==> config.mk <==
export PLATFORM = sky130hd
export DESIGN_NAME = keyed_alert_table
export DESIGN_NICKNAME = d
export VERILOG_FILES = /design/src/design/kat_pkg.sv /design/src/design/kat_lookup.sv /design/src/design/keyed_alert_table.sv
export SDC_FILE = /design/constraint.sdc
export NUM_CORES = 2
export LEC_CHECK = 0
export BUFFER_PORTS_ARGS = -buffer_cell sky130_fd_sc_hd__buf_2
export CAP_MARGIN = 0
export CORE_MARGIN = 2
export CORE_UTILIZATION = 44
export CTS_CLUSTER_DIAMETER = 30
export DETAILED_ROUTE_END_ITERATION = 6
export PLACE_DENSITY = 0.66
export SLEW_MARGIN = 30
export SYNTH_ARGS = -nofsm -noshare
export SYNTH_HDL_FRONTEND = slang
export SYNTH_SLANG_ARGS = --single-unit
export TNS_END_PERCENT = 5
==> constraint.sdc <==
create_clock -name clock -period 11.5 [get_ports clock]
set_input_delay 1.15 -clock clock [delete_from_list [all_inputs] [get_ports clock]]
set_output_delay 1.15 -clock clock [all_outputs]
set_load 0.03 [all_outputs]
==> src/design/kat_pkg.sv <==
// Types and codes shared by the keyed alert table and its checker.
// No dependencies.
`timescale 1ns / 1ps

package kat_pkg;

   // Request kinds carried in req_type.
   typedef enum logic [1:0] {
      REQ_REPORT   = 2'd0,
      REQ_SUPPRESS = 2'd1,
      REQ_READ     = 2'd2,
      REQ_SOFT     = 2'd3
   } request_kind_type;

   // Outcome codes carried in rsp_outcome.
   typedef enum logic [3:0] {
      OUT_IGNORED      = 4'd0,
      OUT_INSERTED     = 4'd1,
      OUT_UPDATED      = 4'd2,
      OUT_REMOVED      = 4'd3,
      OUT_CLEAR_ABSENT = 4'd4,
      OUT_HELD         = 4'd5,
      OUT_SUPPRESS_SET = 4'd6,
      OUT_READ_OK      = 4'd7,
      OUT_READ_EMPTY   = 4'd8,
      OUT_SOFT_RESET   = 4'd9
   } outcome_type;

   localparam int CODE_W = 5;
   localparam int SEV_W  = 2;
   localparam int SEQ_W  = 32;
   localparam int TIME_W = 11;
   localparam int SLOT_W = 4;
   localparam int CNT_OUT_W = 5;

   // One table entry.
   typedef struct packed {
      logic [CODE_W-1:0] code;
      logic [SEV_W-1:0]  severity;
      logic [SEQ_W-1:0]  sequence_num;
      logic              time_known;
      logic [TIME_W-1:0] arrival_time;
   } entry_type;

   // One accepted request word.
   typedef struct packed {
      request_kind_type  kind;
      logic [CODE_W-1:0] alert_code;
      logic              active;
      logic [SEV_W-1:0]  severity;
      logic              time_synced;
      logic [TIME_W-1:0] time_of_day;
      logic [SLOT_W-1:0] read_slot;
   } request_type;

   // One result word.
   typedef struct packed {
      outcome_type          outcome;
      logic                 evicted;
      logic [SLOT_W-1:0]    slot;
      entry_type            entry;
      logic [CNT_OUT_W-1:0] fill_level;
   } result_type;

endpackage

==> src/design/kat_lookup.sv <==
// Parallel code lookup over the occupied slots of the alert table.
// Depends on kat_pkg for the entry type.
`timescale 1ns / 1ps

module kat_lookup
   import kat_pkg::*;
#(
   parameter int CAPACITY = 16,
   parameter int IDX_W    = 4,
   parameter int CNT_W    = 5
) (
   input  entry_type         entries [CAPACITY],
   input  logic [CNT_W-1:0]  count,
   input  logic [CODE_W-1:0] code,
   output logic              hit,
   output logic [IDX_W-1:0]  pos
);

   logic [CAPACITY-1:0] match;

   // Compare every occupied slot against the code at once.
   always_comb begin
      for (int i = 0; i < CAPACITY; i++) begin
         match[i] = (CNT_W'(i) < count) && (entries[i].code == code);
      end
   end

   // Lowest matching slot wins; codes are unique so at most one matches.
   always_comb begin
      pos = '0;
      for (int i = CAPACITY - 1; i >= 0; i--) begin
         if (match[i]) begin
            pos = IDX_W'(i);
         end
      end
      hit = |match;
   end

endmodule

==> src/design/keyed_alert_table.sv <==
// Top level of the keyed alert table: request register, table update and result register.
// Depends on kat_pkg and kat_lookup.
`timescale 1ns / 1ps

// The table takes one request word in every clock cycle: a word is taken at a
// rising edge where start is high and busy is low, and its result is on the
// rsp_ ports, marked by rsp_valid, for exactly one cycle after it has passed
// the request register and the result register. Lookup, compaction and
// append are done across all slots in parallel, combinationally between the
// request register and the result register, so the rate is one word per cycle.
// busy is high only in the first cycle after reset. Results cannot be held off
// by the receiver; one result is produced for every word taken. Slots hold
// arrival order, oldest in slot 0; a raise into a full table drops slot 0 first.
module keyed_alert_table
   import kat_pkg::*;
#(
   parameter int CAPACITY  = 16,
   parameter int NUM_CODES = 32
) (
   input  logic                 clock,
   input  logic                 reset,
   input  logic                 start,
   output logic                 busy,
   input  logic [1:0]           req_type,
   input  logic [CODE_W-1:0]    req_alert_code,
   input  logic                 req_active,
   input  logic [SEV_W-1:0]     req_severity,
   input  logic                 req_time_synced,
   input  logic [TIME_W-1:0]    req_time_of_day,
   input  logic [SLOT_W-1:0]    req_read_slot,
   output logic                 rsp_valid,
   output logic [3:0]           rsp_outcome,
   output logic                 rsp_evicted,
   output logic [SLOT_W-1:0]    rsp_slot,
   output logic [CODE_W-1:0]    rsp_entry_code,
   output logic [SEV_W-1:0]     rsp_entry_severity,
   output logic [SEQ_W-1:0]     rsp_entry_sequence,
   output logic                 rsp_entry_time_known,
   output logic [TIME_W-1:0]    rsp_entry_time,
   output logic [CNT_OUT_W-1:0] rsp_fill_level
);

   localparam int IDX_W  = (CAPACITY > 1) ? $clog2(CAPACITY) : 1;
   localparam int CNT_W  = $clog2(CAPACITY + 1);
   localparam int FLAG_W = (NUM_CODES > 1) ? $clog2(NUM_CODES) : 1;

   logic                 busy_ff;
   logic                 req_valid_ff;
   request_type          req_ff;
   entry_type            tbl_ff [CAPACITY];
   entry_type            tbl_in [CAPACITY];
   entry_type            up [CAPACITY];
   logic [CNT_W-1:0]     count_ff, count_in;
   logic [SEQ_W-1:0]     next_seq_ff, next_seq_in;
   logic [NUM_CODES-1:0] flags_ff, flags_in;
   logic                 rsp_valid_ff;
   result_type           rsp_ff, rsp_in;

   logic                 hit;
   logic [IDX_W-1:0]     hit_pos;
   logic                 code_ok;
   logic [FLAG_W-1:0]    flag_idx;
   logic                 suppressed;
   logic                 full;
   logic                 is_report;
   logic                 do_remove, do_update, do_insert;
   logic [IDX_W-1:0]     at;
   logic                 rd_ok;
   logic [IDX_W-1:0]     show_idx;
   entry_type            shown;
   entry_type            new_entry;

   // Accept handshake and request register.
   always_ff @(posedge clock) begin
      if (reset) begin
         busy_ff      <= 1'b1;
         req_valid_ff <= 1'b0;
      end else begin
         busy_ff      <= 1'b0;
         req_valid_ff <= start && !busy_ff;
      end
   end

   always_ff @(posedge clock) begin
      req_ff.kind        <= request_kind_type'(req_type);
      req_ff.alert_code  <= req_alert_code;
      req_ff.active      <= req_active;
      req_ff.severity    <= req_severity;
      req_ff.time_synced <= req_time_synced;
      req_ff.time_of_day <= req_time_of_day;
      req_ff.read_slot   <= req_read_slot;
   end

   kat_lookup #(
      .CAPACITY (CAPACITY),
      .IDX_W    (IDX_W),
      .CNT_W    (CNT_W)
   ) u_kat_lookup (
      .entries (tbl_ff),
      .count   (count_ff),
      .code    (req_ff.alert_code),
      .hit     (hit),
      .pos     (hit_pos)
   );

   // Decode the registered request.
   always_comb begin
      code_ok    = {1'b0, req_ff.alert_code} < (CODE_W + 1)'(NUM_CODES);
      flag_idx   = FLAG_W'(req_ff.alert_code);
      suppressed = code_ok && flags_ff[flag_idx];
      full       = (count_ff == CNT_W'(CAPACITY));
      is_report  = req_valid_ff && (req_ff.kind == REQ_REPORT) && code_ok;
      do_remove  = is_report && !req_ff.active && hit;
      do_update  = is_report && req_ff.active && !suppressed && hit;
      do_insert  = is_report && req_ff.active && !suppressed && !hit;
      at         = full ? IDX_W'(CAPACITY - 1) : IDX_W'(count_ff);
      rd_ok      = (7'(req_ff.read_slot) < 7'(count_ff));
      show_idx   = (req_ff.kind == REQ_READ) ? IDX_W'(req_ff.read_slot) : hit_pos;
      shown      = tbl_ff[show_idx];

      new_entry.code         = req_ff.alert_code;
      new_entry.severity     = req_ff.severity;
      new_entry.sequence_num = next_seq_ff;
      new_entry.time_known   = req_ff.time_synced;
      new_entry.arrival_time = req_ff.time_synced ? req_ff.time_of_day : '0;
   end

   // Next table contents: shift toward slot 0 for removal or eviction,
   // then write the updated or appended entry.
   always_comb begin
      for (int i = 0; i < CAPACITY - 1; i++) begin
         up[i] = tbl_ff[i + 1];
      end
      up[CAPACITY-1] = tbl_ff[CAPACITY-1];

      for (int i = 0; i < CAPACITY; i++) begin
         tbl_in[i] = tbl_ff[i];
         if ((do_remove && (IDX_W'(i) >= hit_pos)) || (do_insert && full)) begin
            tbl_in[i] = up[i];
         end
         if (do_update && (IDX_W'(i) == hit_pos)) begin
            tbl_in[i].severity = req_ff.severity;
         end
         if (do_insert && (IDX_W'(i) == at)) begin
            tbl_in[i] = new_entry;
         end
      end
   end

   // Count, sequence counter and suppression flags.
   always_comb begin
      count_in    = count_ff;
      next_seq_in = next_seq_ff;
      flags_in    = flags_ff;
      if (do_remove) begin
         count_in = count_ff - CNT_W'(1);
      end
      if (do_insert) begin
         next_seq_in = next_seq_ff + SEQ_W'(1);
         if (!full) begin
            count_in = count_ff + CNT_W'(1);
         end
      end
      if (is_report && !req_ff.active) begin
         flags_in[flag_idx] = 1'b0;
      end
      if (req_valid_ff && (req_ff.kind == REQ_SUPPRESS) && code_ok) begin
         flags_in[flag_idx] = 1'b1;
      end
      if (req_valid_ff && (req_ff.kind == REQ_SOFT)) begin
         next_seq_in = SEQ_W'(1);
         flags_in    = '0;
      end
   end

   // Result word.
   always_comb begin
      rsp_in            = '0;
      rsp_in.outcome    = OUT_IGNORED;
      rsp_in.fill_level = CNT_OUT_W'(count_in);
      unique case (req_ff.kind)
         REQ_REPORT: begin
            if (code_ok) begin
               if (!req_ff.active) begin
                  if (hit) begin
                     rsp_in.outcome = OUT_REMOVED;
                     rsp_in.slot    = SLOT_W'(hit_pos);
                     rsp_in.entry   = shown;
                  end else begin
                     rsp_in.outcome = OUT_CLEAR_ABSENT;
                  end
               end else if (suppressed) begin
                  rsp_in.outcome = OUT_HELD;
               end else if (hit) begin
                  rsp_in.outcome        = OUT_UPDATED;
                  rsp_in.slot           = SLOT_W'(hit_pos);
                  rsp_in.entry          = shown;
                  rsp_in.entry.severity = req_ff.severity;
               end else begin
                  rsp_in.outcome = OUT_INSERTED;
                  rsp_in.evicted = full;
                  rsp_in.slot    = SLOT_W'(at);
                  rsp_in.entry   = new_entry;
               end
            end
         end
         REQ_SUPPRESS: begin
            if (code_ok) begin
               rsp_in.outcome = OUT_SUPPRESS_SET;
            end
         end
         REQ_READ: begin
            rsp_in.slot = req_ff.read_slot;
            if (rd_ok) begin
               rsp_in.outcome = OUT_READ_OK;
               rsp_in.entry   = shown;
            end else begin
               rsp_in.outcome = OUT_READ_EMPTY;
            end
         end
         REQ_SOFT: begin
            rsp_in.outcome = OUT_SOFT_RESET;
         end
         default: begin
            rsp_in.outcome = OUT_IGNORED;
         end
      endcase
   end

   // State and result registers.
   always_ff @(posedge clock) begin
      if (reset) begin
         count_ff     <= '0;
         next_seq_ff  <= SEQ_W'(1);
         flags_ff     <= '0;
         rsp_valid_ff <= 1'b0;
      end else begin
         count_ff     <= count_in;
         next_seq_ff  <= next_seq_in;
         flags_ff     <= flags_in;
         rsp_valid_ff <= req_valid_ff;
      end
   end

   always_ff @(posedge clock) begin
      tbl_ff <= tbl_in;
      rsp_ff <= rsp_in;
   end

   // Output ports.
   assign busy                 = busy_ff;
   assign rsp_valid            = rsp_valid_ff;
   assign rsp_outcome          = rsp_ff.outcome;
   assign rsp_evicted          = rsp_ff.evicted;
   assign rsp_slot             = rsp_ff.slot;
   assign rsp_entry_code       = rsp_ff.entry.code;
   assign rsp_entry_severity   = rsp_ff.entry.severity;
   assign rsp_entry_sequence   = rsp_ff.entry.sequence_num;
   assign rsp_entry_time_known = rsp_ff.entry.time_known;
   assign rsp_entry_time       = rsp_ff.entry.arrival_time;
   assign rsp_fill_level       = rsp_ff.fill_level;

endmodule

== After elaboration in Yosys (flattened, before gate mapping) ==
Index checks and enable logic that the tools add are counted.
Widths: inputs -> output; s select.

* $add $sub $neg: 3
* $lt $le $gt $ge: 35
* Eq/ne operators: 50
* Multiplexer cells: 91
* Bitwise logic cells: 6
* Reductions and logical operators: 131

{| class="wikitable"
|+ Operators by type and width
! operator !! number
|-
| $mux 51 || 33
|-
| $mux 55 || 4
|-
| $bmux 51 s4 || 1
|-
| $pmux 55 s2 || 1
|-
| $eq 5x5->1 || 16
|-
| $mux 4 || 20
|-
| $logic_and 1x1->1 || 75
|-
| $eq 4x4->1 const A || 16
|-
| $mux 32 || 2
|-
| $mux 46 || 1
|-
| $reduce_bool 3->1 || 15
|-
| $lt 4x5->1 const A || 8
|-
| $mux 2 || 17
|-
| $add 32x1->32 const B || 1
|-
| $and 32x32->32 || 1
|-
| $eq 3x4->1 const A || 8
|-
| $not 32->32 || 1
|-
| $or 32x32->32 || 1
|-
| $reduce_bool 2->1 || 16
|-
| $ge 4x4->1 const A || 7
|-
| $lt 3x5->1 const A || 4
|-
| $reduce_or 19->1 || 1
|-
| $eq 2x4->1 const A || 4
|-
| $ge 3x4->1 const A || 4
|-
| 29 further kinds || 59
|}

* Register bits: 979
* Input bits: 29
* Output and inout bits: 67
* Logic and storage cells: 418

== Longest topological paths before layout ==
* Word-level depth: 27
* Mapped depth: 16
* Mapped depth without buffers: 11

== Hierarchy ==
A second synthesis with hierarchy kept.

* Cells, all modules: 4484
* Area total of the unflattened synthesis: 50277.0 µm²

{| class="wikitable"
|+ By module, submodules not included
! module !! instances !! cells an instance !! area an instance (µm²) !! seq. area each (µm²)
|-
| keyed_alert_table || 1 || 4306 || 48919.4 || 27766.6
|-
| kat_lookup || 1 || 178 || 1357.6 || 0.0
|}

== Least setup slack after synthesis ==
OpenSTA, ideal clock, no wires.

* Path kind: flip-flop to flip-flop
* Start: register count_ff[3]
* End: register tbl_ff[605] (netlist name) (enable)
* Library setup time: 0.316 ns
* Arrival: 5.248 ns
* Required time: 11.184 ns
* Path slack: 5.936 ns
* Stages on the path, launching flop included: 12
* Buffers on the path: 1
* Clock period less this slack: 5.564 ns
* Path through: dfxtp_1 > clkbuf_1 > nor2_1 > a21boi_0 > or4_1 > o21ai_0 > nor2_1 > a21o_1 > a21oi_1 > o21ai_0 > o211ai_1 > o21bai_1

* Word-level cells in the longest chain between the ends: 22
* Elaborated cells between the ends (all ways): 64
* Classes of those cells: order compare (17); eq/ne (3); mux (17); reduce/logical (27)

{| class="wikitable"
|+ RTL lines
! element !! line !! text
|-
| start: declaration || keyed_alert_table.sv:53 || <nowiki>logic [CNT_W-1:0] count_ff, count_in;</nowiki>
|-
| start signal: assignment || keyed_alert_table.sv:238 || <nowiki>count_ff <= count_in;</nowiki>
|-
| $lt 4x5->1 || kat_lookup.sv:24 || <nowiki>match[i] = (CNT_W'(i) < count) && (entries[i].code == code);</nowiki>
|-
| $logic_and 1x1->1 || kat_lookup.sv:24 ||
|-
| $mux 4 (16 in a row) || kat_lookup.sv:32 || <nowiki>if (match[i]) begin</nowiki>
|-
| $ge 3x4->1 || keyed_alert_table.sv:138 || <nowiki>if ((do_remove && (IDX_W'(i) >= hit_pos)) || (do_insert && full)) begin</nowiki>
|-
| $logic_and 1x1->1 || keyed_alert_table.sv:138 ||
|-
| $logic_or 1x1->1 || keyed_alert_table.sv:138 ||
|-
| $reduce_bool 3->1 (no line) (*) || - ||
|-
| end signal: assignment || keyed_alert_table.sv:246 || <nowiki>tbl_ff <= tbl_in;</nowiki>
|-
| end: declaration || keyed_alert_table.sv:50 || <nowiki>entry_type tbl_ff [CAPACITY];</nowiki>
|}

Mark *: on every way between the ends. The rest lies on a longest branch, timed or not.
A chain may end at the register's enable or synchronous reset.

== Worst setup path in the final report ==
* Start: register count_ff[1]
* End: register tbl_ff[707] (netlist name) (enable)

* Word-level cells in the longest chain between the ends: 22
* Elaborated cells between the ends (all ways): 64
* Classes of those cells: order compare (17); eq/ne (3); mux (17); reduce/logical (27)

{| class="wikitable"
|+ RTL lines
! element !! line
|-
| $lt 4x5->1 || kat_lookup.sv:24
|-
| $logic_and 1x1->1 || kat_lookup.sv:24
|-
| $mux 4 (16 in a row) || kat_lookup.sv:32
|-
| $ge 2x4->1 || keyed_alert_table.sv:138
|-
| $logic_and 1x1->1 || keyed_alert_table.sv:138
|-
| $logic_or 1x1->1 || keyed_alert_table.sv:138
|-
| $reduce_bool 3->1 (no line) (*) || -
|}

Marks and branches as above.

==> key figures <==
Pwr
  – Power Internal: between 7 and 8 mW
  – Pwr Density: roughly 180 nW/um^2
  – VDD IR max: 0.000159 V
  – Combinational share of power: 0.024
  – Sw Share: 0.218
  – Leakage power: 21.2 nW
  – Psw: about 2.2 mW
  – Seq pwr share: 0.380
  – Clk pwr share: 0.596
  – Overall Power: about 10 mW

Global routing
  – Largest net degree at the start of global routing: ~170
  – GRT overflow: 0
  – First-pass GRT wire length: approximately 220,000 um
  – Tot GR Track Use: 0.264
  – Number of global-route vias before repair: roughly 35,000
  – Initial antenna violation count: 4

Place
  – IO buf count: 95
  – Post-DP HPWL: between 80,000 and 90,000 um
  – Placer Congestion: 0.894

Synth
  – Synth Instances: about 4,700
  – Post-synth cell types: about 70
  – Synth area leaders: edfxtp_1 (51%), nand2_1 (12%), mux2_2 (9.5%)
  – Syn. warnings: 0
  – #FFs+latches synth: between 900 and 1,000
  – Area share of the largest cell type after synthesis: 0.511
  – Synthesized cell area: between 40,000 and 50,000 sq um
  – Mapped Nets: 4,698
  – Async set-reset flop share out of synthesis: 0
  – Mean Syn Cell Area: a little over 10 sq um
  – Post-synth top flop: edfxtp_1
  – Post-synthesis sequential area ratio: 0.579
  – Number of flops mapped to enable cells by yosys: between 800 and 900
  – Synth area leader: edfxtp_1

Critical path
  – Delay-heaviest family, CP: simple AND/OR/NAND/NOR gates
  – Critical path type: register to register
  – WP data required: between 10 and 15 ns
  – Critical path buffers and inverters: 2
  – Crit path top cell by count: buf_4
  – Worst path arrival time: just over 7 ns
  – Crit-path max FO: 42
  – CP max stage delay: 0.82 ns
  – Worst setup EP type: register
  – Crit path cell chain: nor2_1 -> o21ai_0 -> and4_1 -> nand4bb_1 -> nor4b_2 -> nand2_1 -> nor2_4 -> nand3_4 -> buf_4 -> o211ai_1 -> buf_4 -> o21bai_1
  – Slowest cell on crit path: nor4b_2
  – Worst setup SP type: register

Job
  – Max-cap viol count: 0

Floorplanning
  – Die Y: between 300 and 400 um
  – Die area: 112,000 sq um
  – # rows: 121
  – I/O Pins: 96
  – Initial Util: 0.442
  – Core area: 109,000 sq um
  – Die Wd: around 330 um

STA
  – Fin Hold WS: about 0.42 ns
  – Fin crit share: 0.582
  – Crit path time final: between 6 and 7 ns
  – Final Hold Violating Endpoints: 0
  – FMAX: between 100 and 150 MHz
  – RSZ-0062 raised after global routing: false
  – Setup TNS: 0 ns
  – Worst-margin pin slew: 1.05 ns
  – Max Transition Viols Final: 0
  – Final Skew: ~0.047 ns
  – Setup violations, final: 0
  – Worst relative slew slack: 0.297

Status
  – Status: finished, violations left
  – Violated checks: design-rule violations

Route
  – Vias per cell: approximately 5.9
  – ANT nets after route: 0
  – DRC violations left: 2
  – Routed WL per cell: ~24 um
  – Routed WL: approximately 150,000 um
  – Drt initial violations: 4,287
  – Drt first pass iters: 7
  – DR vias: between 30,000 and 40,000

CTS
  – Cts hold-fix bufs: 0
  – Root Driver: clkbuf_16
  – Clk buf depth: 3
  – CTS Buf Count: around 200
  – H-Tree Depth: 4
  – Clk sinks: 979
  – Post-CTS Resized: 0
  – Setup bufs post-CTS: 0
  – Worst skew pair latency: 0.79 ns
  – CTS tree: done
  – CTS clock-pin slew for the worst setup and hold paths: approximately 0.05 ns

Final layout
  – Multi-input logic area: ~19,000 sq um
  – Layout fillers: slightly above 9,000
  – Fin nets: roughly 4,700
  – Layout area overhead: 18.6%
  – Share of layout cells above drive strength 1: 0.199
  – FF/Latch Area: 27,800 sq um

Min path
  – Worst hold path type: register to register
metal layers:
layer | global-route usage | vias to the layer above | part of all wire
met4 | 0.106 | 2 | 0.036
li1 | - | 16600 | -
met2 | 0.423 | 2029 | 0.46
met1 | 0.355 | 18200 | 0.41
met3 | 0.0483 | 324 | 0.090
met5 | 0 | - | 0.000086
power groups by stage:
stage               logic (mW)  clock network, mW  registers [mW]
floorplan                0.144                  0            3.90
global placement         0.239                  0            3.89
detailed placement       0.241                  0            3.89
CTS                      0.242               6.05            3.83
global route             0.262               6.23            3.83
finish                   0.247               6.01            3.83
final timing paths:
path	endpoint	from	depth (start not counted)	slack, ns
hold / removal	req_valid_ff	busy	1	0.42
hold reg to reg	req_valid_ff	busy	1	0.42
setup / recovery	tbl_ff[707]	count_ff[1]	12	4.81
setup reg to reg	tbl_ff[707]	count_ff[1]	12	4.81
cells in the mapped netlist, drive strengths merged, types with 10 or more instances:
library cell and number:
mux2i 63, nor4 14, o211ai 13, nor2 64, or3 13, nor3 17
a21oi 58, clkbuf 328, o21ai 241, a22oi 10, xnor2 54, inv 18
nand3 335, nand4 108, a31oi 53, and3 19, a21o 14, xor2 55
nand2 1584, buf 54, dfxtp 163, a32oi 49, edfxtp 816, mux2 406
final cells by class:
type / count / share of cell area
diodes: 2 / 0.0000879
repair buffers: 164 / 0.0196
flip-flops and latches: 979 / 0.488
well taps: 1414 / 0.0311
inverters: 18 / 0.00119
clock buffers: 249 / 0.0953
multi-input cells: 3281 / 0.335
clock inverters: 137 / 0.0301
logic make-up after synthesis:
group,share of synthesized area
and+or+nand+nor,0.195
DFF,0.579
muxes,0.112
AOI/OAI and AO/OA,0.0592
buffers and inverters,0.0325
xor gates and xnor gates,0.0199
adders and majority gates,0.00235
worst reg2reg max path, stage by stage (launching register included):
cell       delay [ns]
dfxtp_1          0.45
nor2_1           0.79
o21ai_0          0.20
and4_1           0.29
nand4bb_1        0.46
nor4b_2          0.82
nand2_1          0.60
nor2_4           0.50
nand3_4          0.45
buf_4            0.59
o211ai_1         0.25
buf_4            0.67
o21bai_1         0.27
sequential cells by signal, indices dropped and copies added, names as in the netlist, 4 cells and up:
| name | cells |
|---|---|
| flag_idx | 5 |
| count_ff | 5 |
| flags_ff | 32 |
| rsp_fill_level | 5 |
| rsp_entry_code | 5 |
| next_seq_ff | 32 |
| rsp_slot | 4 |
| req_ff | 18 |
| tbl_ff | 816 |
| rsp_entry_time | 11 |
| rsp_outcome | 4 |
| rsp_entry_sequence | 32 |
metrics by stage:
| stage | utilization | setup slack [ns] | std cells | cell area, sq um |
|---|---|---|---|---|
| after floorplan | - | 5.94 | 4660 | 48000 |
| after global placement | 0.457 | 4.91 | 5848 | 49600 |
| after CTS | 0.524 | 4.85 | 6239 | 56800 |
| after global routing | 0.524 | 4.52 | 6242 | 56900 |
| after detailed placement | 0.458 | 4.90 | 5853 | 49700 |
| final | 0.524 | 4.81 | 6244 | 56900 |
placed cells by master, fill, tap and decap left out, types with 29 or more instances in the layout:
master,netlist,layout
a21oi_1,58,56
a31oi_1,53,53
a32oi_1,49,49
buf_2,25,95
buf_4,0,58
bufinv_16,0,29
clkbuf_1,328,32
clkbuf_16,0,206
clkinv_1,0,35
dfxtp_1,163,157
edfxtp_1,816,816
mux2_2,406,406
mux2i_1,63,63
nand2_1,1584,1572
nand3_1,335,325
nand4_1,107,107
nor2_1,63,62
o21ai_0,238,238
xnor2_1,54,54
xor2_1,55,55
(Power assumes the default switching activity.)
